### config.mk
export PLATFORM = sky130hd
export DESIGN_NAME = dnfp_ctrl
export DESIGN_NICKNAME = d
export VERILOG_FILES = /design/src/hw/rtl/dnfp_pkg.sv /design/src/hw/rtl/dnfp_ctrl.sv
export SDC_FILE = /design/constraint.sdc
export NUM_CORES = 1
export LEC_CHECK = 0
export ABC_AREA = 1
export ABC_CLOCK_PERIOD_IN_PS = 2570
export BUFFER_PORTS_ARGS = -buffer_cell sky130_fd_sc_hd__buf_4
export CAP_MARGIN = 25
export CORE_UTILIZATION = 40
export CTS_BUF_LIST = sky130_fd_sc_hd__clkbuf_4
export DETAILED_ROUTE_END_ITERATION = 7
export PLACE_DENSITY = 0.73
export SKIP_LAST_GASP = 1
export SYNTH_ARGS = -nofsm -noshare
export SYNTH_HDL_FRONTEND = slang
export SYNTH_SLANG_ARGS = --single-unit
### constraint.sdc
create_clock -name clk_i -period 2.57 [get_ports clk_i]
set_input_delay 0.3855 -clock clk_i [delete_from_list [all_inputs] [get_ports clk_i]]
set_output_delay 0.3855 -clock clk_i [all_outputs]
set_load 0.005 [all_outputs]
### src/hw/rtl/dnfp_pkg.sv
// Shared constants, types and helpers for the dense network forward pass block.
`timescale 1ns / 1ps
package dnfp_pkg;

  localparam int MaxNodes  = 16;
  localparam int MaxLayers = 8;
  localparam int NodeW     = $clog2(MaxNodes);
  localparam int LayerW    = $clog2(MaxLayers);
  localparam int WAddrW    = LayerW + 2 * NodeW;
  localparam int AAddrW    = NodeW + 1;
  localparam int AccW      = 48;

  // configuration register indexes
  localparam logic [2:0] RegLayerCount  = 3'd0;
  localparam logic [2:0] RegInputNodes  = 3'd1;
  localparam logic [2:0] RegHiddenNodes = 3'd2;
  localparam logic [2:0] RegOutputNodes = 3'd3;
  localparam logic [2:0] RegNodeBias    = 3'd4;

  // controller to datapath commands
  typedef struct packed {
    logic               clr_acc;   // start a new node sum
    logic               rd_en;     // read weight and activation
    logic [WAddrW-1:0]  w_addr;
    logic [AAddrW-1:0]  a_addr;
    logic               mac_en;    // multiply the read pair (rd_en registered)
    logic               acc_en;    // add the product (mac_en registered)
    logic               fin_en;    // round, saturate and store the node
    logic [AAddrW-1:0]  dst_addr;
    logic               emit;      // load the output register
    logic [NodeW-1:0]   emit_node;
    logic               emit_last;
  } dnfp_cmd_t;

  // clamp a node count into 1..MaxNodes, returned as count minus one
  function automatic logic [NodeW-1:0] clamp_nodes_m1(input logic [4:0] n);
    logic [NodeW-1:0] r;
    if (n == 5'd0) r = '0;
    else if (n > 5'(MaxNodes)) r = NodeW'(MaxNodes - 1);
    else r = NodeW'(n - 5'd1);
    return r;
  endfunction

endpackage

### src/hw/rtl/dnfp_ctrl.sv
// Controller: sequences layers, nodes and sources of a forward pass.
`timescale 1ns / 1ps
module dnfp_ctrl (
  input  logic                       clk_i,
  input  logic                       rst_ni,
  input  logic                       start_i,
  input  logic [3:0]                 layer_count_i,
  input  logic [4:0]                 input_nodes_i,
  input  logic [4:0]                 hidden_nodes_i,
  input  logic [4:0]                 output_nodes_i,
  input  logic                       out_valid_i,
  input  logic                       out_stall_i,
  output logic                       busy_o,
  output dnfp_pkg::dnfp_cmd_t        cmd_o
);

  localparam logic [2:0] StIdle = 3'd0;
  localparam logic [2:0] StRead = 3'd1;
  localparam logic [2:0] StDrain = 3'd2;
  localparam logic [2:0] StFin  = 3'd3;
  localparam logic [2:0] StEmit = 3'd4;

  localparam int NW = dnfp_pkg::NodeW;

  logic [2:0] state_q, state_d;
  logic [dnfp_pkg::LayerW-1:0] layer_q, layer_d, last_layer;
  logic [NW-1:0] node_q, node_d, src_q, src_d, prev_m1_q, prev_m1_d, cur_m1;
  logic [1:0] drain_q, drain_d;
  logic src_hi_q, src_hi_d;
  logic [3:0] lc;
  logic rd_q, mac_q;
  logic emit_ok;

  // clamp layer count to 2..MaxLayers
  always_comb begin
    lc = layer_count_i;
    if (lc < 4'd2) lc = 4'd2;
    if (lc > 4'(dnfp_pkg::MaxLayers)) lc = 4'(dnfp_pkg::MaxLayers);
    last_layer = dnfp_pkg::LayerW'(lc - 4'd1);
  end

  always_comb begin
    if (layer_q == '0) cur_m1 = dnfp_pkg::clamp_nodes_m1(input_nodes_i);
    else if (layer_q == last_layer) cur_m1 = dnfp_pkg::clamp_nodes_m1(output_nodes_i);
    else cur_m1 = dnfp_pkg::clamp_nodes_m1(hidden_nodes_i);
  end

  assign emit_ok = !out_valid_i || !out_stall_i;

  // next state and commands
  always_comb begin
    state_d = state_q; layer_d = layer_q; node_d = node_q; src_d = src_q;
    prev_m1_d = prev_m1_q; drain_d = drain_q; src_hi_d = src_hi_q;
    cmd_o = '0;
    cmd_o.mac_en = rd_q;
    cmd_o.acc_en = mac_q;
    cmd_o.w_addr = {layer_q, node_q, src_q};
    cmd_o.a_addr = (layer_q == '0) ? {1'b0, node_q} : {src_hi_q, src_q};
    cmd_o.dst_addr = (layer_q == '0) ? {1'b0, node_q} : {~src_hi_q, node_q};
    cmd_o.emit_node = node_q;
    cmd_o.emit_last = (node_q == prev_m1_q);
    unique case (state_q)
      StIdle: begin
        if (start_i) begin
          layer_d = '0; node_d = '0; src_d = '0; src_hi_d = 1'b0;
          cmd_o.clr_acc = 1'b1;
          state_d = StRead;
        end
      end
      StRead: begin
        cmd_o.rd_en = 1'b1;
        if (layer_q == '0 || src_q == prev_m1_q) begin
          drain_d = 2'd2;
          state_d = StDrain;
        end else begin
          src_d = src_q + 1'b1;
        end
      end
      StDrain: begin
        if (drain_q == 2'd0) state_d = StFin;
        else drain_d = drain_q - 2'd1;
      end
      StFin: begin
        cmd_o.fin_en = 1'b1;
        cmd_o.clr_acc = 1'b1;
        src_d = '0;
        if (node_q != cur_m1) begin
          node_d = node_q + 1'b1;
          state_d = StRead;
        end else begin
          node_d = '0;
          prev_m1_d = cur_m1;
          if (layer_q != '0) src_hi_d = ~src_hi_q;
          if (layer_q == last_layer) begin
            state_d = StEmit;
          end else begin
            layer_d = layer_q + 1'b1;
            state_d = StRead;
          end
        end
      end
      StEmit: begin
        cmd_o.a_addr = {src_hi_q, node_q};
        if (emit_ok) begin
          cmd_o.emit = 1'b1;
          if (node_q == prev_m1_q) state_d = StIdle;
          else node_d = node_q + 1'b1;
        end
      end
      default: state_d = StIdle;
    endcase
  end

  always_ff @(posedge clk_i or negedge rst_ni) begin
    if (!rst_ni) begin
      state_q <= StIdle; layer_q <= '0; node_q <= '0; src_q <= '0;
      prev_m1_q <= '0; drain_q <= '0; src_hi_q <= 1'b0;
      rd_q <= 1'b0; mac_q <= 1'b0;
    end else begin
      state_q <= state_d; layer_q <= layer_d; node_q <= node_d; src_q <= src_d;
      prev_m1_q <= prev_m1_d; drain_q <= drain_d; src_hi_q <= src_hi_d;
      rd_q <= cmd_o.rd_en; mac_q <= rd_q;
    end
  end

  assign busy_o = (state_q != StIdle);

  // a node is finished only after its products have drained
  a_fin_drained: assert property (@(posedge clk_i) disable iff (!rst_ni)
    cmd_o.fin_en |-> !rd_q && !mac_q) else $error("finish with MAC in flight");
  a_emit_idle: assert property (@(posedge clk_i) disable iff (!rst_ni)
    (state_q == StEmit && node_q == prev_m1_q && cmd_o.emit) |=> state_q == StIdle)
    else $error("pass did not end after last beat");
  a_no_fin_emit: assert property (@(posedge clk_i) disable iff (!rst_ni)
    !(cmd_o.fin_en && cmd_o.emit)) else $error("finish and emit together");

endmodule

# Yosys cells after proc, flatten, opt, wreduce, memory -nomap -nowiden
# Index checks and enable logic that the tools add are counted.
totals:
  reg_bits: 23
  latch_bits: 0
  ram_bits: 0
  rom_bits: 0
  inputBits: 24
  output_inout_bits: 33
  memories: 0
op_classes:
  n_addsub: 8
  n_mul: 0
  n_div: 0
  n_lt_le_gt_ge: 5
  eq_ne: 19
  shift: 0
  muxes: 45
  n_bitwise: 2
  n_reduce_logical: 23
ops:
  columns: ["cell", "n"]
  rows:
  - ["4-bit 2-to-1 mux", 14]
  - ["3-bit 2-to-1 mux", 11]
  - ["4-bit case mux with 3 select lines", 2]
  - ["2-bit != test (second input constant)", 11]
  - ["5-bit greater-than comparator (second input constant)", 3]
  - ["5-bit logical NOT", 3]
  - ["5-bit 2-to-1 mux", 3]
  - ["3-bit case mux with 5 select lines", 1]
  - ["4-bit AND reduction", 3]
  - ["3-bit nonzero test", 4]
  - ["4-bit by 1-bit subtractor with 4-bit output (second input constant)", 3]
  - ["4-bit by 1-bit adder with 4-bit output (second input constant)", 2]
  - ["4-bit equality test", 2]
  - ["1-bit 2-to-1 mux", 8]
  - ["3-bit by 2-bit equality test with 1-bit output (second input constant)", 2]
  - ["3-bit logical NOT", 2]
  - ["3-bit case mux with 2 select lines", 1]
  - ["3-bit AND reduction", 2]
  - ["5-bit AND reduction", 1]
  - ["4-bit greater-than comparator (second input constant)", 1]
  - ["4-bit by 2-bit less-than comparator with 1-bit output (second input constant)", 1]
  - ["2-bit 2-to-1 mux", 2]
  - ["4-bit != test", 1]
  - ["1-bit case mux with 2 select lines", 2]
  - ["other kinds (13)", 17]

# Longest topological paths before layout
# Gate-level depths: netlist (run 1).
depth:
  word_depth: 11
  mapped_depth: 21
  mapped_depth_nobuf: 21

# Worst setup path after synthesis (run 1)
# Ideal clock, no wire load.
synth_timing:
  kind: "input to register"
  start: "input port layer_count_i[0]"
  end: "register layer_q[2] (netlist name)"
  arrival_time_ns: 2.234
  required_ns: 2.453
  path_slack_ns: 0.219
  stages: 18
  cell_sequence: "inv_1 nor2_2 nand2_1 ha_1 xor2_1 nand3_2 nor2_8 nand2_2 nand3_2 nand2_2 nand2_1 nand2_2 nor2_4 nand3_4 nand2_4 nand2_2 nand2_1 nand2_1"
synth_via:
  elab_chain_len: 11
  elab_cells_between_ends: 12
  cone_classes: "add/sub: 1; order compare: 2; eq/ne: 4; mux: 4; reduce/logical: 1"
synth_lines:
  columns: ["item", "line", "source"]
  rows:
  - ["start, declared", "dnfp_ctrl.sv:7", "input logic [3:0] layer_count_i,"]
  - ["4-bit by 2-bit less-than comparator with 1-bit output", "dnfp_ctrl.sv:37", "if (lc < 4'd2) lc = 4'd2;"]
  - ["4-bit 2-to-1 mux (*)", "dnfp_ctrl.sv:37", null]
  - ["4-bit greater-than comparator", "dnfp_ctrl.sv:38", "if (lc > 4'(dnfp_pkg::MaxLayers)) lc = 4'(dnfp_pkg::MaxLayers);"]
  - ["3-bit 2-to-1 mux (*)", "dnfp_ctrl.sv:38", null]
  - ["3-bit by 1-bit subtractor with 3-bit output (*)", "dnfp_ctrl.sv:39", "last_layer = dnfp_pkg::LayerW'(lc - 4'd1);"]
  - ["3-bit equality test (*)", "dnfp_ctrl.sv:44, dnfp_ctrl.sv:94", null]
  - ["4-bit 2-to-1 mux", "dnfp_ctrl.sv:44", "else if (layer_q == last_layer) cur_m1 = dnfp_pkg::clamp_nodes_m1(output_nodes_i);"]
  - ["4-bit 2-to-1 mux", "dnfp_ctrl.sv:43", "if (layer_q == '0) cur_m1 = dnfp_pkg::clamp_nodes_m1(input_nodes_i);"]
  - ["4-bit != test", "dnfp_ctrl.sv:87", "if (node_q != cur_m1) begin"]
  - ["2-bit != test (no source line)", null, null]
  - ["4-bit AND reduction (no source line) (*)", null, null]
  - ["end signal, assigned", "dnfp_ctrl.sv:120", "state_q <= state_d; layer_q <= layer_d; node_q <= node_d; src_q <= src_d;"]
  - ["end, declared", "dnfp_ctrl.sv:26", "logic [dnfp_pkg::LayerW-1:0] layer_q, layer_d, last_layer;"]
# Every way passes the cells marked *; elsewhere a longest branch is shown, timed or not.
# A chain may end at the register's enable or synchronous reset.

# Worst setup path in the final report (run 1)
layout_timing:
  start: "input port layer_count_i[3]"
  end: "register node_q[1]"
layout_via:
  elab_chain_len: 11
layout_lines:
  columns: ["item", "line", "source"]
  rows:
  - ["4-bit by 2-bit less-than comparator with 1-bit output", "dnfp_ctrl.sv:37", null]
  - ["4-bit 2-to-1 mux (*)", "dnfp_ctrl.sv:37", null]
  - ["4-bit greater-than comparator", "dnfp_ctrl.sv:38", null]
  - ["3-bit 2-to-1 mux (*)", "dnfp_ctrl.sv:38", null]
  - ["3-bit by 1-bit subtractor with 3-bit output (*)", "dnfp_ctrl.sv:39", null]
  - ["3-bit equality test (*)", "dnfp_ctrl.sv:44", null]
  - ["4-bit 2-to-1 mux (*)", "dnfp_ctrl.sv:44", null]
  - ["4-bit 2-to-1 mux (*)", "dnfp_ctrl.sv:43", null]
  - ["4-bit != test (*)", "dnfp_ctrl.sv:87", null]
  - ["4-bit 2-to-1 mux (*)", "dnfp_ctrl.sv:87", null]
  - ["4-bit case mux with 3 select lines (*)", "dnfp_ctrl.sv:62", "unique case (state_q)"]
  - ["end signal, assigned", "dnfp_ctrl.sv:120", null]
  - ["end, declared", "dnfp_ctrl.sv:27", "logic [NW-1:0] node_q, node_d, src_q, src_d, prev_m1_q, prev_m1_d, cur_m1;"]
# Marked as above.

==> flow_summary.yaml, run 1 <==
run:
  cap_violations: 0
detailed_routing:
  antenna_left: 0
  wl_per_cell_um: 10.6
  routed_wl_mm: 4.71
  drc: 0
  firstDrtPassIters: 4
  first_iter_violations: 134
  routed_via_density: 4.76
  via_count: 2121
power_and_ir_drop:
  ir_worst_vdd_uv: 372
  leakage_uw: 0.00152
  finalPower_uw: 2310
  power_density_nw_per_um2: 872
clock_network:
  htree_levels: 1
  cts_buffer_depth: 2
  cts.sinks: 23
  numCtsBuffers: 3
  cts_tree: "built"
  cts_resized: 0
  clock_latency_ns: 0.32
  cts-root-buf: "clkbuf_4"
  path_clk_slew_ns: 0.13
  cts_setup_buffers: 0
  cts_hold_buffers: 1
critical_path:
  critPathArrivalTime_ns: 2.52
  cpMostUsedCell: "nand2_1"
  critPathSlowestCell: "ha_1"
  crit_type: "in2reg"
  path_max_fanout: 7
  cp-start-kind: "input pin"
  worst_ep_required_time_ns: 2.79
  max_stage_delay_ns: 0.30
  path_cells: "buf_4 > nor2_2 > nand2_1 > ha_1 > xor2_1 > nand3_2 > nor2_8 > nand2_2 > nand3_2 > nand2_2 > nand2_1 > nand2_2 > nor2_4 > nand2_1 > nand2_1 > nand2_1 > nand3_1 > nand2_1"
  endpoint_kind: "flop"
finish:
  stdcell_count: 446
  design_area_um2: 2650
  finish.net_count: 413
  syn2layout_area_growth_pct: 22.9
  final_common_cell: "nand2_1"
  drive_above_1_share_pct: 25.5
  diodes: 0
  layout_common_cells: "nand2_1, buf_4, inv_1, nand3_1, dfrtp_1"
global_routing:
  grt_pass1_vias: 1906
  grt_max_degree: 24
  antenna_found_initial: 0
  grt_pass1_wl_mm: 7.96
  grt-ovfl-total: 0
  grt_use_total_pct: 18.0
yosys:
  synth_warnings: 0
  syn_avg_cell_area_um2: 6.67
  ys_ff_latch: 23
  netlist_instances: 323
  ys_types: 31
  ys_seq_area_share_pct: 26.7
  synth_nets: 359
  netlist_area_um2: 2160
timing:
  drv_slew: 0
  worst_pin_slew_ns: 0.387
  fin_ws_ns: 0.261
  slew_headroom_pct: 73.9
  fin_setup_tns_ns: 0
  setup_viol: 0
  fin_skew_ns: 0.0146
  rsz0062_at_grt: "false"
  hold_viol_final: 0
  timing.final.crit_share_pct: 89.8
  final.min_clock_period_ns: 2.31
  fmax_ghz: 0.433
placed_design:
  pre_cts_ws_ns: -0.0762
  io_buffers: 56
  dpl.hpwl_mm: 3.89
  dp.cells: 441
  place_area_um2: 2610
  gp_routability_congestion: 0.807
die:
  initial_core_util_pct: 41.9
  rows: 26
  core-area_um2: 5140
  num_io_pins: 57
  die_h_um: 75.4
  die_area_um2: 5690
  die_w_um: 75.4
hold_path:
  hp-class: "reg2reg"
outcome:
  status: "finished, final reports clean"
==> flip-flops by register name, indices dropped and copies added, names as in the netlist <==
signal / cells
layer_q: 3
drain_q: 2
prev_m1_q: 4
node_q: 4
mac_q: 1
rd_q: 1
state_q: 3
src_hi_q: 1
src_q: 4
==> cells by family (layout without fill, tap and decap cells) <==
| group | Yosys count | count (layout) | synth area share [%] |
|---|---|---|---|
| simple gates | 178 | 178 | 39.4 |
| flops | 23 | 23 | 26.7 |
| fa+ha+maj | 12 | 12 | 6.96 |
| xor+xnor | 16 | 16 | 6.50 |
| compound gates | 29 | 29 | 7.37 |
| buf+inv | 65 | 118 | 13.1 |
==> final cells by class <==
cell class	instances	area, µm²
clock buffers	3	22.5
multi-input cells	235	1300
fillers	532	2490
flip-flops and latches	23	576
inverters	53	199
clock inverters	1	5.00
repair buffers	61	460
well taps	70	87.6
==> metrics by stage <==
step	hold WS [ns]	utilization [%]
after CTS	0.393	51.5
after floorplan	0.0899	-
after global placement	0.294	50.8
after global routing	0.401	51.5
after detailed placement	0.294	50.8
final	0.390	51.5
==> where the power goes <==
part / internal, µW / leakage, µW / switching (µW)
Clock: 58.3 / 0.0000177 / 111
Sequential: 471 / 0.000304 / 154
Combinational: 638 / 0.00120 / 877
Total: 1170 / 0.00152 / 1140
==> path summary, 6_finish.rpt <==
kind                                  start   endpoint  slack [ns]  cells past startpoint
max                        layer_count_i[3]  node_q[1]        0.26                     18
min                                    rd_q      mac_q        0.39                      0
min in group asynchronous            rst_ni      mac_q        0.47                      2
max reg2reg                      layer_q[0]  node_q[1]        0.38                     13
min reg2reg                            rd_q      mac_q        0.39                      0
max in group asynchronous            rst_ni   src_q[1]        1.85                      2
==> worst max-delay path, delay by kind of cell <==
family | cells | cell delay [ns]
adder cells (fa/ha/maj) | 1 | 0.30
XOR/XNOR | 1 | 0.26
AND/OR/NAND/NOR | 15 | 1.44
buffers and inverters | 1 | 0.12
==> metal layers <==
layer  vias to the layer above  GRT usage [%]  share of wire [%]
li1                       1122              -                  -
met1                       956           23.6                 48
met2                        36           30.7                 48
met3                         7           3.04                2.8
met4                         0           4.53                1.0
met5                         -              0                  0
==> Yosys cell counts (all sizes together) <==
cell type / number / area [µm²]
nand3: 40 / 238
buf: 10 / 75.1
o211ai: 2 / 15.0
nor2: 26 / 131
xor2: 12 / 105
nand2: 99 / 399
dfrtp: 23 / 576
inv: 53 / 199
nor3b: 1 / 7.51
xnor2: 4 / 35.0
clkbuf: 2 / 7.51
nor3: 3 / 15.0
o21a: 1 / 7.51
nand3b: 2 / 15.0
ha: 12 / 150
nand4: 4 / 25.0
or2: 3 / 18.8
o21ai: 14 / 70.1
o41ai: 1 / 8.76
a22oi: 1 / 7.51
a21oi: 10 / 50.1
(Power assumes the default switching activity.)
==> run 2, diff against run 1 <==
--- a/config.mk
+++ b/config.mk
@@ -9,10 +9,12 @@
 export ABC_CLOCK_PERIOD_IN_PS = 2570
 export BUFFER_PORTS_ARGS = -buffer_cell sky130_fd_sc_hd__buf_4
 export CAP_MARGIN = 25
-export CORE_UTILIZATION = 40
+export CELL_PAD_IN_SITES_DETAIL_PLACEMENT = 1
+export CELL_PAD_IN_SITES_GLOBAL_PLACEMENT = 1
+export CORE_UTILIZATION = 38
 export CTS_BUF_LIST = sky130_fd_sc_hd__clkbuf_4
 export DETAILED_ROUTE_END_ITERATION = 7
-export PLACE_DENSITY = 0.73
+export PLACE_DENSITY = 0.92
 export SKIP_LAST_GASP = 1
 export SYNTH_ARGS = -nofsm -noshare
 export SYNTH_HDL_FRONTEND = slang
==> flow_summary.yaml, run 2 (synthesis gave the netlist of run 1 again) <==
critical_path:
  cp_top_family: "flip-flops"
  path_buf_inv: 3
  max_stage_delay_ns: 0.54
  critPathSlowestCell: "dfrtp_1"
  worst_ep_required_time_ns: 2.18
  path_cells: "inv_1 > ha_1 > nand2_2 > buf_4 > nand2_1 > o21ai_0 > buf_4"
  path_max_fanout: 8
  endpoint_kind: "output pin"
  cpMostUsedCell: "buf_4"
  crit_type: "reg2out"
  critPathArrivalTime_ns: 1.98
  cp-start-kind: "flop"
outcome:
  status: "finished, final reports clean"
die:
  die_w_um: 77.3
  die_h_um: 77.3
  initial_core_util_pct: 39.4
  num_io_pins: 57
  die_area_um2: 5980
  core-area_um2: 5470
  rows: 27
global_routing:
  grt_pass1_vias: 2198
  grt_max_degree: 24
  grt_pass1_wl_mm: 9.92
  grt-ovfl-total: 0
  antenna_found_initial: 0
  grt_use_total_pct: 20.3
power_and_ir_drop:
  ir_worst_vdd_uv: 474
  power_density_nw_per_um2: 899
  leakage_uw: 0.00154
detailed_routing:
  routed_via_density: 4.96
  highest_layer: "met4"
  first_iter_violations: 83
  wl_met3_um: 93
  wl_met2_mm: 3.07
  via_count: 2235
  firstDrtPassIters: 4
  wl_per_cell_um: 12.9
  wl_met1_mm: 2.59
  routed_wl_mm: 5.82
  drc: 0
  antenna_left: 0
clock_network:
  numCtsBuffers: 3
  clock_latency_ns: 0.32
  htree_levels: 1
  cts_buffer_depth: 2
  cts_tree: "built"
  path_clk_slew_ns: 0.14
  cts.sinks: 23
  cts-root-buf: "clkbuf_4"
placed_design:
  io_buffers: 56
  gp_routability_congestion: 0.786
  dpl.hpwl_mm: 4.71
  pre_cts_ws_ns: -0.157
finish:
  diodes: 0
  layout_common_cells: "nand2_1, buf_4, inv_1, nand3_1, dfrtp_1"
  syn2layout_area_growth_pct: 25.2
  final_util_pct: 49.3
  finish.net_count: 416
  drive_above_1_share_pct: 27.2
  final_common_cell: "nand2_1"
  top_regs: "node_q (4), prev_m1_q (4), src_q (4)"
timing:
  fin_skew_ns: 0.00763
  fin_ws_ns: 0.205
  final.min_clock_period_ns: 2.37
  worst_pin_slew_ns: 0.384
  hold_viol_final: 0
  timing.final.crit_share_pct: 92.0
  slew_headroom_pct: 74.0
  fmax_ghz: 0.423
  setup_viol: 0
  rsz0062_at_grt: "true"
  drv_slew: 0
hold_path:
  hp-class: "reg2reg"
run:
  cap_violations: 0
[run 2: cell types whose count changed in the layout (fill, tap and decap cells not counted)]
cell	delta
buf_4	+3
xor2_2	+1
nor2_2	+1
nor2_1	-1
nand2_1	-1
ha_4	+1
nand2_2	+1
xor2_1	-1
ha_1	-1
[run 2: power by group]
group          internal, µW  switching, µW  leakage, µW
combinational           677            953      0.00122
clock                  58.3            119    0.0000177
sequential              471            149     0.000304
[run 2: final timing paths]
| check | from | to | slack [ns] | cells past startpoint |
|---|---|---|---|---|
| worst max-delay path | layer_q[1] | cmd_o[14] | 0.20 | 7 |
| worst min-delay path | rd_q | mac_q | 0.40 | 0 |
| worst max register to register | layer_q[1] | layer_q[1] | 0.38 | 14 |
| worst min register to register | rd_q | mac_q | 0.40 | 0 |
| max in group asynchronous | rst_ni | node_q[2] | 1.86 | 2 |
| min in group asynchronous | rst_ni | drain_q[1] | 0.47 | 2 |
[run 2: repair_timing]
item                                   CTS  global route
hold buffers                             1             0
setup endpoints to repair                0            11
setup buffers                            0             1
endpoints found under the hold margin   23             0
gates resized for setup                  0             4
[run 2: stage by stage]
step,hold WS [ns],cells,instance area [µm²],power (µW),setup TNS (ns)
6_report,0.397,451,2700,2430,0
5_1_grt,0.420,451,2700,2660,-0.00277
4_1_cts,0.400,450,2670,2420,0
3_5_place_dp,0.296,445,2630,2230,-1.33
3_3_place_gp,0.293,445,2630,2160,-0.0198
2_1_floorplan,0.0899,323,2160,1630,0
[run 2: worst reg2reg max path, delay by kind of cell, from the launching register on]
family,cells,cell delay (ns)
AND/OR/NAND/NOR,11,1.16
buffers and inverters,2,0.20
flip-flops,1,0.54
adder cells (fa/ha/maj),1,0.20
[run 2: area by class of cell]
cell class / instances / area, µm²
clock buffers: 3 / 22.5
inverters: 53 / 199
clock inverters: 1 / 5.00
well taps: 72 / 90.1
fillers: 760 / 2770
flip-flops and latches: 23 / 576
multi-input cells: 235 / 1320
repair buffers: 64 / 483
[run 2: metal layers]
| layer | GRT usage (%) | vias to the layer above |
|---|---|---|
| li1 | - | 1119 |
| met1 | 24.7 | 1081 |
| met2 | 38.7 | 29 |
| met3 | 1.31 | 6 |
| met4 | 4.15 | 0 |
| met5 | 0 | - |
